`src/rtl/core/gda_pkg.sv`:
```
// Package of the Gregorian date add unit: field widths, month codes,
// month length and cumulative day tables. Depends on nothing.
package gda_pkg;

  localparam int unsigned DayW   = 5;
  localparam int unsigned MonthW = 4;
  localparam int unsigned DoyW   = 9;
  localparam int unsigned ModW   = 9;  // holds year mod 400

  localparam logic [ModW-1:0] YearCycle = ModW'(400);

  localparam logic [MonthW-1:0] MonthFeb = MonthW'(2);
  localparam logic [MonthW-1:0] MonthMar = MonthW'(3);
  localparam logic [MonthW-1:0] MonthApr = MonthW'(4);
  localparam logic [MonthW-1:0] MonthJun = MonthW'(6);
  localparam logic [MonthW-1:0] MonthSep = MonthW'(9);
  localparam logic [MonthW-1:0] MonthNov = MonthW'(11);
  localparam logic [MonthW-1:0] MonthDec = MonthW'(12);
  localparam logic [MonthW-1:0] MonthJan = MonthW'(1);

  // Leap year from the year taken mod 400 (4/100/400 rule).
  function automatic logic is_leap(input logic [ModW-1:0] ymod);
    return (ymod[1:0] == 2'd0) && (ymod != ModW'(100)) &&
           (ymod != ModW'(200)) && (ymod != ModW'(300));
  endfunction

  // Days in a month; out-of-range codes count 31 days.
  function automatic logic [DayW-1:0] month_len(input logic [MonthW-1:0] m,
                                                input logic leap);
    logic [DayW-1:0] len;
    unique case (m)
      MonthFeb: len = leap ? DayW'(29) : DayW'(28);
      MonthApr, MonthJun, MonthSep, MonthNov: len = DayW'(30);
      default: len = DayW'(31);
    endcase
    return len;
  endfunction

  // Days of months 1..m-1 in a common year; codes past 12 add 31 each.
  function automatic logic [DoyW-1:0] days_before(input logic [MonthW-1:0] m);
    logic [DoyW-1:0] acc;
    unique case (m)
      4'd0, 4'd1: acc = DoyW'(0);
      4'd2:       acc = DoyW'(31);
      4'd3:       acc = DoyW'(59);
      4'd4:       acc = DoyW'(90);
      4'd5:       acc = DoyW'(120);
      4'd6:       acc = DoyW'(151);
      4'd7:       acc = DoyW'(181);
      4'd8:       acc = DoyW'(212);
      4'd9:       acc = DoyW'(243);
      4'd10:      acc = DoyW'(273);
      4'd11:      acc = DoyW'(304);
      4'd12:      acc = DoyW'(334);
      4'd13:      acc = DoyW'(365);
      4'd14:      acc = DoyW'(396);
      default:    acc = DoyW'(427);
    endcase
    return acc;
  endfunction

endpackage

```
`src/rtl/core/gda_if.sv`:
```
// Valid/ready channel interfaces of the date add unit (request and result).
// Depends on gda_pkg for the fixed field widths.
interface gda_in_if #(
  parameter int unsigned YEAR_BITS = 14,
  parameter int unsigned ADD_BITS  = 16
);
  logic                        valid;
  logic                        ready;
  logic [gda_pkg::DayW-1:0]    day;
  logic [gda_pkg::MonthW-1:0]  month;
  logic [YEAR_BITS-1:0]        year;
  logic [ADD_BITS-1:0]         days_to_add;
  logic [gda_pkg::DayW-1:0]    cmp_day;
  logic [gda_pkg::MonthW-1:0]  cmp_month;
  logic [YEAR_BITS-1:0]        cmp_year;

  modport source (output valid, day, month, year, days_to_add, cmp_day, cmp_month,
                  cmp_year, input ready);
  modport sink   (input valid, day, month, year, days_to_add, cmp_day, cmp_month,
                  cmp_year, output ready);
endinterface

interface gda_out_if #(
  parameter int unsigned YEAR_BITS = 14
);
  logic                        valid;
  logic                        ready;
  logic [gda_pkg::DayW-1:0]    res_day;
  logic [gda_pkg::MonthW-1:0]  res_month;
  logic [YEAR_BITS-1:0]        res_year;
  logic                        year_overflow;
  logic [gda_pkg::DoyW-1:0]    day_of_year;
  logic                        is_less;
  logic                        is_equal;

  modport source (output valid, res_day, res_month, res_year, year_overflow,
                  day_of_year, is_less, is_equal, input ready);
  modport sink   (input valid, res_day, res_month, res_year, year_overflow,
                  day_of_year, is_less, is_equal, output ready);
endinterface

```
`src/rtl/core/gregorian_date_add_days_top.sv`:
```
// Sequence: the year is reduced mod 400 (reciprocal multiply in ST_DIV, then subtract in ST_REM),
// then ST_STEP crosses one month boundary per step and loads the result register once it is free.
// Flow: one transaction at a time; a new request is taken once the sequencer is idle, even while
// the previous result waits.
// Reset: asynchronous, active low; clears the sequencer and the output valid.
// Depends on gda_pkg and the gda_in_if / gda_out_if interfaces.
module gregorian_date_add_days_top #(
  parameter int unsigned YEAR_BITS = 14,
  parameter int unsigned ADD_BITS  = 16
) (
  input  logic      clk_i,
  input  logic      rst_ni,
  gda_in_if.sink    in_i,
  gda_out_if.source out_o
);

  localparam int unsigned     LeftW    = ADD_BITS + gda_pkg::DayW + 1;
  localparam int unsigned     QuoShift = YEAR_BITS + gda_pkg::ModW;
  localparam int unsigned     ProdW    = 2 * YEAR_BITS + 1;
  localparam longint unsigned Divisor  = 64'(gda_pkg::YearCycle);
  // Rounded-up reciprocal of 400; exact quotient for every YEAR_BITS-wide year
  localparam longint unsigned QuoMult  = ((64'd1 << QuoShift) + Divisor - 64'd1) / Divisor;

  typedef enum logic [1:0] {
    ST_IDLE,
    ST_DIV,
    ST_REM,
    ST_STEP
  } state_e;

  state_e                         state_q;
  logic [YEAR_BITS-1:0]           quo_q;
  logic [gda_pkg::ModW-1:0]       rem_q;
  logic [gda_pkg::DayW-1:0]       rd_q;
  logic [gda_pkg::MonthW-1:0]     rm_q;
  logic [YEAR_BITS-1:0]           ry_q;
  logic [ADD_BITS-1:0]            left_q;
  logic                           ovf_q;
  logic [gda_pkg::DayW-1:0]       base_day_q;
  logic [gda_pkg::MonthW-1:0]     base_month_q;
  logic                           base_leap_q;
  logic                           less_q;
  logic                           equal_q;

  logic                           out_valid_q;
  logic [gda_pkg::DayW-1:0]       res_day_q;
  logic [gda_pkg::MonthW-1:0]     res_month_q;
  logic [YEAR_BITS-1:0]           res_year_q;
  logic                           res_ovf_q;
  logic [gda_pkg::DoyW-1:0]       res_doy_q;
  logic                           res_less_q;
  logic                           res_equal_q;

  logic                           in_fire;
  logic                           out_free;
  logic                           res_load;
  logic [ProdW-1:0]               quo_prod;
  logic [YEAR_BITS-1:0]           quo_400;
  logic [gda_pkg::ModW-1:0]       rem_calc;
  logic [gda_pkg::DayW-1:0]       len;
  logic [gda_pkg::DayW-1:0]       room;
  logic                           in_month;
  logic                           fits;
  logic [LeftW-1:0]               used;
  logic [LeftW-1:0]               left_rest;
  logic                           done_now;
  logic [gda_pkg::DoyW-1:0]       doy;
  logic                           ymax;

  assign in_i.ready = (state_q == ST_IDLE);
  assign in_fire    = in_i.valid && in_i.ready;
  assign out_free   = !out_valid_q || out_o.ready;

  // Year mod 400: quotient by reciprocal multiply, then subtract 400 * quotient
  // (400 = 256 + 128 + 16, built from shifts).
  assign quo_prod = ProdW'(ry_q) * ProdW'(QuoMult);
  assign quo_400  = (quo_q << 8) + (quo_q << 7) + (quo_q << 4);
  assign rem_calc = gda_pkg::ModW'(ry_q - quo_400);

  // Month step: finish inside this month or consume up to the next month.
  always_comb begin
    len       = gda_pkg::month_len(rm_q, gda_pkg::is_leap(rem_q));
    room      = len - rd_q;
    in_month  = rd_q < len;
    fits      = in_month && (LeftW'(left_q) <= LeftW'(room));
    used      = in_month ? (LeftW'(room) + LeftW'(1)) : LeftW'(1);
    left_rest = LeftW'(left_q) - used;
    done_now  = (left_q == '0) || fits;
    ymax      = (ry_q == {YEAR_BITS{1'b1}});
  end

  assign res_load = (state_q == ST_STEP) && done_now && out_free;

  // Ordinal day of the base date.
  assign doy = gda_pkg::days_before(base_month_q) + gda_pkg::DoyW'(base_day_q) +
               gda_pkg::DoyW'(base_leap_q && (base_month_q >= gda_pkg::MonthMar));

  // Sequencer, working registers and result register.
  always_ff @(posedge clk_i or negedge rst_ni) begin
    if (!rst_ni) begin
      state_q      <= ST_IDLE;
      quo_q        <= '0;
      rem_q        <= '0;
      rd_q         <= '0;
      rm_q         <= '0;
      ry_q         <= '0;
      left_q       <= '0;
      ovf_q        <= 1'b0;
      base_day_q   <= '0;
      base_month_q <= '0;
      base_leap_q  <= 1'b0;
      less_q       <= 1'b0;
      equal_q      <= 1'b0;
      out_valid_q  <= 1'b0;
      res_day_q    <= '0;
      res_month_q  <= '0;
      res_year_q   <= '0;
      res_ovf_q    <= 1'b0;
      res_doy_q    <= '0;
      res_less_q   <= 1'b0;
      res_equal_q  <= 1'b0;
    end else begin
      // Raise valid on a new result, drop it once taken.
      if (res_load) begin
        out_valid_q <= 1'b1;
      end else if (out_valid_q && out_o.ready) begin
        out_valid_q <= 1'b0;
      end
      unique case (state_q)
        ST_IDLE: begin
          if (in_fire) begin
            rem_q        <= '0;
            rd_q         <= in_i.day;
            rm_q         <= in_i.month;
            ry_q         <= in_i.year;
            left_q       <= in_i.days_to_add;
            ovf_q        <= 1'b0;
            base_day_q   <= in_i.day;
            base_month_q <= in_i.month;
            less_q       <= {in_i.year, in_i.month, in_i.day} <
                            {in_i.cmp_year, in_i.cmp_month, in_i.cmp_day};
            equal_q      <= {in_i.year, in_i.month, in_i.day} ==
                            {in_i.cmp_year, in_i.cmp_month, in_i.cmp_day};
            state_q      <= ST_DIV;
          end
        end
        ST_DIV: begin
          quo_q   <= YEAR_BITS'(quo_prod >> QuoShift);
          state_q <= ST_REM;
        end
        ST_REM: begin
          rem_q       <= rem_calc;
          base_leap_q <= gda_pkg::is_leap(rem_calc);
          state_q     <= ST_STEP;
        end
        ST_STEP: begin
          if (done_now) begin
            // Hold until the result register is free.
            if (out_free) begin
              res_day_q   <= fits ? (rd_q + gda_pkg::DayW'(left_q)) : rd_q;
              res_month_q <= rm_q;
              res_year_q  <= ry_q;
              res_ovf_q   <= ovf_q;
              res_doy_q   <= doy;
              res_less_q  <= less_q;
              res_equal_q <= equal_q;
              state_q     <= ST_IDLE;
            end
          end else begin
            // Advance to day 1 of the next month.
            left_q <= ADD_BITS'(left_rest);
            rd_q   <= gda_pkg::DayW'(1);
            if (rm_q >= gda_pkg::MonthDec) begin
              rm_q <= gda_pkg::MonthJan;
              if (ymax) begin
                ry_q  <= '0;
                rem_q <= '0;
                ovf_q <= 1'b1;
              end else begin
                ry_q  <= ry_q + YEAR_BITS'(1);
                rem_q <= (rem_q == gda_pkg::YearCycle - gda_pkg::ModW'(1)) ?
                         '0 : rem_q + gda_pkg::ModW'(1);
              end
            end else begin
              rm_q <= rm_q + gda_pkg::MonthW'(1);
            end
          end
        end
        default: state_q <= ST_IDLE;
      endcase
    end
  end

  assign out_o.valid         = out_valid_q;
  assign out_o.res_day       = res_day_q;
  assign out_o.res_month     = res_month_q;
  assign out_o.res_year      = res_year_q;
  assign out_o.year_overflow = res_ovf_q;
  assign out_o.day_of_year   = res_doy_q;
  assign out_o.is_less       = res_less_q;
  assign out_o.is_equal      = res_equal_q;

endmodule

```
`src/flat_wrapper.sv`:
```
// flat-port wrapper written by rule: the top's interface ports become plain ports
module gregorian_date_add_days_top_flat 
#(
  parameter int unsigned YEAR_BITS = 14,
  parameter int unsigned ADD_BITS  = 16
)
  (clk_i, rst_ni, in_i_valid, in_i_day, in_i_month, in_i_year, in_i_days_to_add, in_i_cmp_day, in_i_cmp_month, in_i_cmp_year, in_i_ready, out_o_valid, out_o_res_day, out_o_res_month, out_o_res_year, out_o_year_overflow, out_o_day_of_year, out_o_is_less, out_o_is_equal, out_o_ready);
  gda_in_if #(.YEAR_BITS(YEAR_BITS), .ADD_BITS(ADD_BITS)) in_i_i ();
  gda_out_if #(.YEAR_BITS(YEAR_BITS)) out_o_i ();
  input  logic clk_i;
  input  logic rst_ni;
  input wire logic [$bits(in_i_i.valid)-1:0] in_i_valid;
  input wire logic [$bits(in_i_i.day)-1:0] in_i_day;
  input wire logic [$bits(in_i_i.month)-1:0] in_i_month;
  input wire logic [$bits(in_i_i.year)-1:0] in_i_year;
  input wire logic [$bits(in_i_i.days_to_add)-1:0] in_i_days_to_add;
  input wire logic [$bits(in_i_i.cmp_day)-1:0] in_i_cmp_day;
  input wire logic [$bits(in_i_i.cmp_month)-1:0] in_i_cmp_month;
  input wire logic [$bits(in_i_i.cmp_year)-1:0] in_i_cmp_year;
  output wire logic [$bits(in_i_i.ready)-1:0] in_i_ready;
  output wire logic [$bits(out_o_i.valid)-1:0] out_o_valid;
  output wire logic [$bits(out_o_i.res_day)-1:0] out_o_res_day;
  output wire logic [$bits(out_o_i.res_month)-1:0] out_o_res_month;
  output wire logic [$bits(out_o_i.res_year)-1:0] out_o_res_year;
  output wire logic [$bits(out_o_i.year_overflow)-1:0] out_o_year_overflow;
  output wire logic [$bits(out_o_i.day_of_year)-1:0] out_o_day_of_year;
  output wire logic [$bits(out_o_i.is_less)-1:0] out_o_is_less;
  output wire logic [$bits(out_o_i.is_equal)-1:0] out_o_is_equal;
  input wire logic [$bits(out_o_i.ready)-1:0] out_o_ready;
  assign in_i_i.valid = in_i_valid;
  assign in_i_i.day = in_i_day;
  assign in_i_i.month = in_i_month;
  assign in_i_i.year = in_i_year;
  assign in_i_i.days_to_add = in_i_days_to_add;
  assign in_i_i.cmp_day = in_i_cmp_day;
  assign in_i_i.cmp_month = in_i_cmp_month;
  assign in_i_i.cmp_year = in_i_cmp_year;
  assign in_i_ready = in_i_i.ready;
  assign out_o_valid = out_o_i.valid;
  assign out_o_res_day = out_o_i.res_day;
  assign out_o_res_month = out_o_i.res_month;
  assign out_o_res_year = out_o_i.res_year;
  assign out_o_year_overflow = out_o_i.year_overflow;
  assign out_o_day_of_year = out_o_i.day_of_year;
  assign out_o_is_less = out_o_i.is_less;
  assign out_o_is_equal = out_o_i.is_equal;
  assign out_o_i.ready = out_o_ready;
  gregorian_date_add_days_top #(.YEAR_BITS(YEAR_BITS), .ADD_BITS(ADD_BITS)) u_core (.clk_i(clk_i), .rst_ni(rst_ni), .in_i(in_i_i), .out_o(out_o_i));
endmodule
```
`config.mk`:
```
export PLATFORM = sky130hd
export DESIGN_NAME = gregorian_date_add_days_top_flat
export DESIGN_NICKNAME = d
export VERILOG_FILES = /design/src/rtl/core/gda_pkg.sv /design/src/rtl/core/gda_if.sv /design/src/rtl/core/gregorian_date_add_days_top.sv /design/src/flat_wrapper.sv
export SDC_FILE = /design/constraint.sdc
export NUM_CORES = 1
export LEC_CHECK = 0
export ABC_AREA = 1
export BUFFER_PORTS_ARGS = -buffer_cell sky130_fd_sc_hd__buf_2
export CORE_MARGIN = 1.5
export CORE_UTILIZATION = 55
export DETAILED_ROUTE_END_ITERATION = 10
export PLACE_DENSITY = 0.85
export SLEW_MARGIN = 40
export SYNTH_ARGS = -nofsm -noshare
export SYNTH_HDL_FRONTEND = slang
export SYNTH_SLANG_ARGS = --single-unit
```
`constraint.sdc`:
```
create_clock -name clk_i -period 10.7 [get_ports clk_i]
set_input_delay 2.14 -clock clk_i [delete_from_list [all_inputs] [get_ports clk_i]]
set_output_delay 2.14 -clock clk_i [all_outputs]
set_load 0.02 [all_outputs]
```
==> results.sh <==
export IMPL_wl_per_cell_um=15.8
export IMPL_antenna_left=0
export IMPL_seq_area_frac_synth_pct=22.8
export IMPL_drive_gt1_share_pct=12.2
export IMPL_post_cts_resized=0
export IMPL_synth_top_area_cell="dfrtp_1"
export IMPL_worstPathCellList="ha_1 -> inv_1 -> fa_1 -> inv_1 -> fa_1 -> inv_1 -> fa_1 -> fa_1 -> inv_1 -> ha_1 -> a21oi_1 -> nor2_1 -> nor2_1 -> nand2_1 -> nand2_1 -> nand3_1 -> or2_2 -> nand3_1 -> nand2_1"
export IMPL_dp_cells=1790
export IMPL_clk_pin_slew_ns=0.07
export IMPL_gp_congestion=0.940
export IMPL_worst_pin_slew_ns=0.679
export IMPL_ys_warn_count=0
export IMPL_clock_sinks=104
export IMPL_rsz0062_at_grt="no"
export IMPL_max_freq_mhz=216
export IMPL_setup_violations=0
export IMPL_status="finished clean"
export IMPL_post_cts_hold_buffer_count=0
export IMPL_hpwl_mm=22.7
export IMPL_synth_top_area_share_pct=22.8
export IMPL_relSlewSlack_pct=54.7
export IMPL_die_w_um=147
export IMPL_slowest_delay_ns=0.57
export IMPL_overflow=0
export IMPL_hold_class="reg -> reg"
export IMPL_clock_skew_ns=0.00829
export IMPL_nNetsFinal=1843
export IMPL_grt_pass1_vias=9898
export IMPL_yosysUniqueCellTypes=51
export IMPL_avgSynthCellArea_um2=7.95
export IMPL_worst_setup_path_end_kind="flop"
export IMPL_hold_viol=0
export IMPL_synth_cells=1438
export IMPL_maxCapViolCount=0
export IMPL_vias_per_cell=5.48
export IMPL_portBuffers=102
export IMPL_grt_first_pass_wirelength_mm=47.9
export IMPL_synthArstFlopShare_pct=100
export IMPL_syn_to_final_growth_pct=8.91
export IMPL_coreArea_um2=20300
export IMPL_arrival_ns=4.89
export IMPL_drt_iter0_drc=600
export IMPL_synth_area_um2=11400
export IMPL_vias=9902
export IMPL_cts_root_buf="clkbuf_16"
export IMPL_synthFlopType="dfrtp_1"
export IMPL_critPathKind="reg -> reg"
export IMPL_fin_ws_ns=6.06
export IMPL_yosysMostFrequentCell="nand2_1"
export IMPL_cp_slowest_cell="dfrtp_1"
export IMPL_cp_start_kind="flop"
export IMPL_final_cells=1806
export IMPL_die_area_um2=21700
export IMPL_chipHeight_um=147
export IMPL_fp_row_count=52
export IMPL_r2r_cells=19
export IMPL_wl_mm=28.5
export IMPL_synth_enable_flop_cells=0
export IMPL_ios=103
export IMPL_start_util_pct=56.3
export IMPL_finalSetupTns_ns=0
export IMPL_hold_path_depth=2
export IMPL_min_period_over_period_pct=43.3
export IMPL_antenna_found_initial=1
export IMPL_cts_made_buffers=9
export IMPL_post_cts_buffers=0
export IMPL_final_util_pct=61.3
export IMPL_synthTopCellsByArea="dfrtp_1 (23%), ha_1 (20%), fa_1 (12%), nand2_1 (11%), inv_1 (8.2%)"
export IMPL_drv_slew=0
export IMPL_drc=0
export IMPL_cp_required_ns=10.96
export IMPL_cts_buffer_depth=2
export IMPL_cts_tree="yes"
export IMPL_clkLatencyLatePin_ns=0.36
export IMPL_yosys_register_bits=104
export IMPL_cp_max_fo=11
export IMPL_dr_pass1_iters=5
export IMPL_min_period_ns=4.64
export IMPL_cts_max_level=3
export IMPL_grt_use_total_pct=27.5
export IMPL_grt_max_degree=72
export IMPL_synth_commonest_cells="nand2_1 (348), inv_1 (249), ha_1 (179)"
export IMPL_dpl_worst_slack_ns=6.15
export IMPL_syn_nets=1750
-- flip-flops by register name, indices dropped and copies added, names as in the netlist, 5 cells and up --
name and cells:
u_core.out_o.res_day 5, u_core.left_q 16, u_core.ry_q 14, u_core.rem_q 9, u_core.out_o.day_of_year 9, u_core.out_o.res_year 14, u_core.rd_q 5, u_core.quo_q 5
u_core.base_day_q 5
-- cells in the final DEF, fill, tap and decap left out, drive strengths merged, types with 3 or more instances in the layout --
master	Yosys	final
o21ai	134	134
nor4	6	6
nand4	23	23
ha	179	179
inv	252	252
nor2	79	79
a22oi	8	8
fa	67	67
nand3	63	63
mux2i	6	6
a31oi	6	6
clkinv	2	5
nand3b	5	5
or2	5	5
dfrtp	104	104
xnor2	11	11
xor2	29	29
a21boi	4	4
clkbuf	8	10
a21oi	49	49
nor3	9	9
a21o	5	5
nand2	354	354
nor3b	3	3
buf	15	105
-- cells by family (layout without fill, tap and decap cells) --
family / count (synthesis) / after routing / synth area share, %
flip-flops: 104 / 104 / 22.8
XOR/XNOR: 40 / 40 / 3.06
AND/OR/NAND/NOR: 549 / 549 / 21.0
adder cells (fa/ha/maj): 246 / 246 / 31.3
multiplexers: 6 / 6 / 0.525
AO/OA/AOI/OAI: 216 / 216 / 11.5
other: 0 / 1 / 0
buffers and inverters: 277 / 374 / 9.85
-- metal layers --
metal	GRT usage, %	wire, µm	vias to the layer above
li1	-	-	4809
met1	36.3	12300	4637
met2	45.6	13500	371
met3	3.17	1580	85
met4	12.0	1110	0
met5	0	0	-
-- per-stage QoR --
stage	hold WS (ns)	cell area [µm²]
2_1_floorplan	0.442	11400
6_report	0.482	12500
5_1_grt	0.490	12500
3_3_place_gp	0.458	12100
3_5_place_dp	0.463	12100
4_1_cts	0.482	12500
-- worst max-delay path, delay by kind of cell (launching register included) --
kind	cells	cell delay (ns)
adder cells (fa/ha/maj)	6	2.80
AND/OR/NAND/NOR	8	0.74
flip-flops	1	0.57
buffers and inverters	4	0.24
AO/OA/AOI/OAI	1	0.19
-- layout make-up --
| class | count | area (µm²) |
|---|---|---|
| Sequential cell | 104 | 2600 |
| Inverter | 254 | 953 |
| Tap cell | 270 | 338 |
| Antenna cell | 1 | 2.50 |
| Clock inverter | 5 | 82.6 |
| Multi-Input combinational cell | 1057 | 7710 |
| Fill cell | 1737 | 7850 |
| Timing Repair Buffer | 105 | 539 |
| Clock buffer | 10 | 229 |
-- final timing paths --
check / start / end / slack [ns]
worst min register to register: u_core.out_o.res_month[3] / u_core.out_o.res_month[3] / 0.48
worst min-delay path: u_core.out_o.res_month[3] / u_core.out_o.res_month[3] / 0.48
max in group asynchronous: rst_ni / u_core.out_o.res_year[6] / 7.92
worst max-delay path: u_core.ry_q[8] / u_core.quo_q[1] / 6.06
min in group asynchronous: rst_ni / u_core.out_o.is_less / 1.74
worst max register to register: u_core.ry_q[8] / u_core.quo_q[1] / 6.06
Power is not shown: default switching activity piles up to over one toggle a cycle in this logic, so the estimate is an artifact.
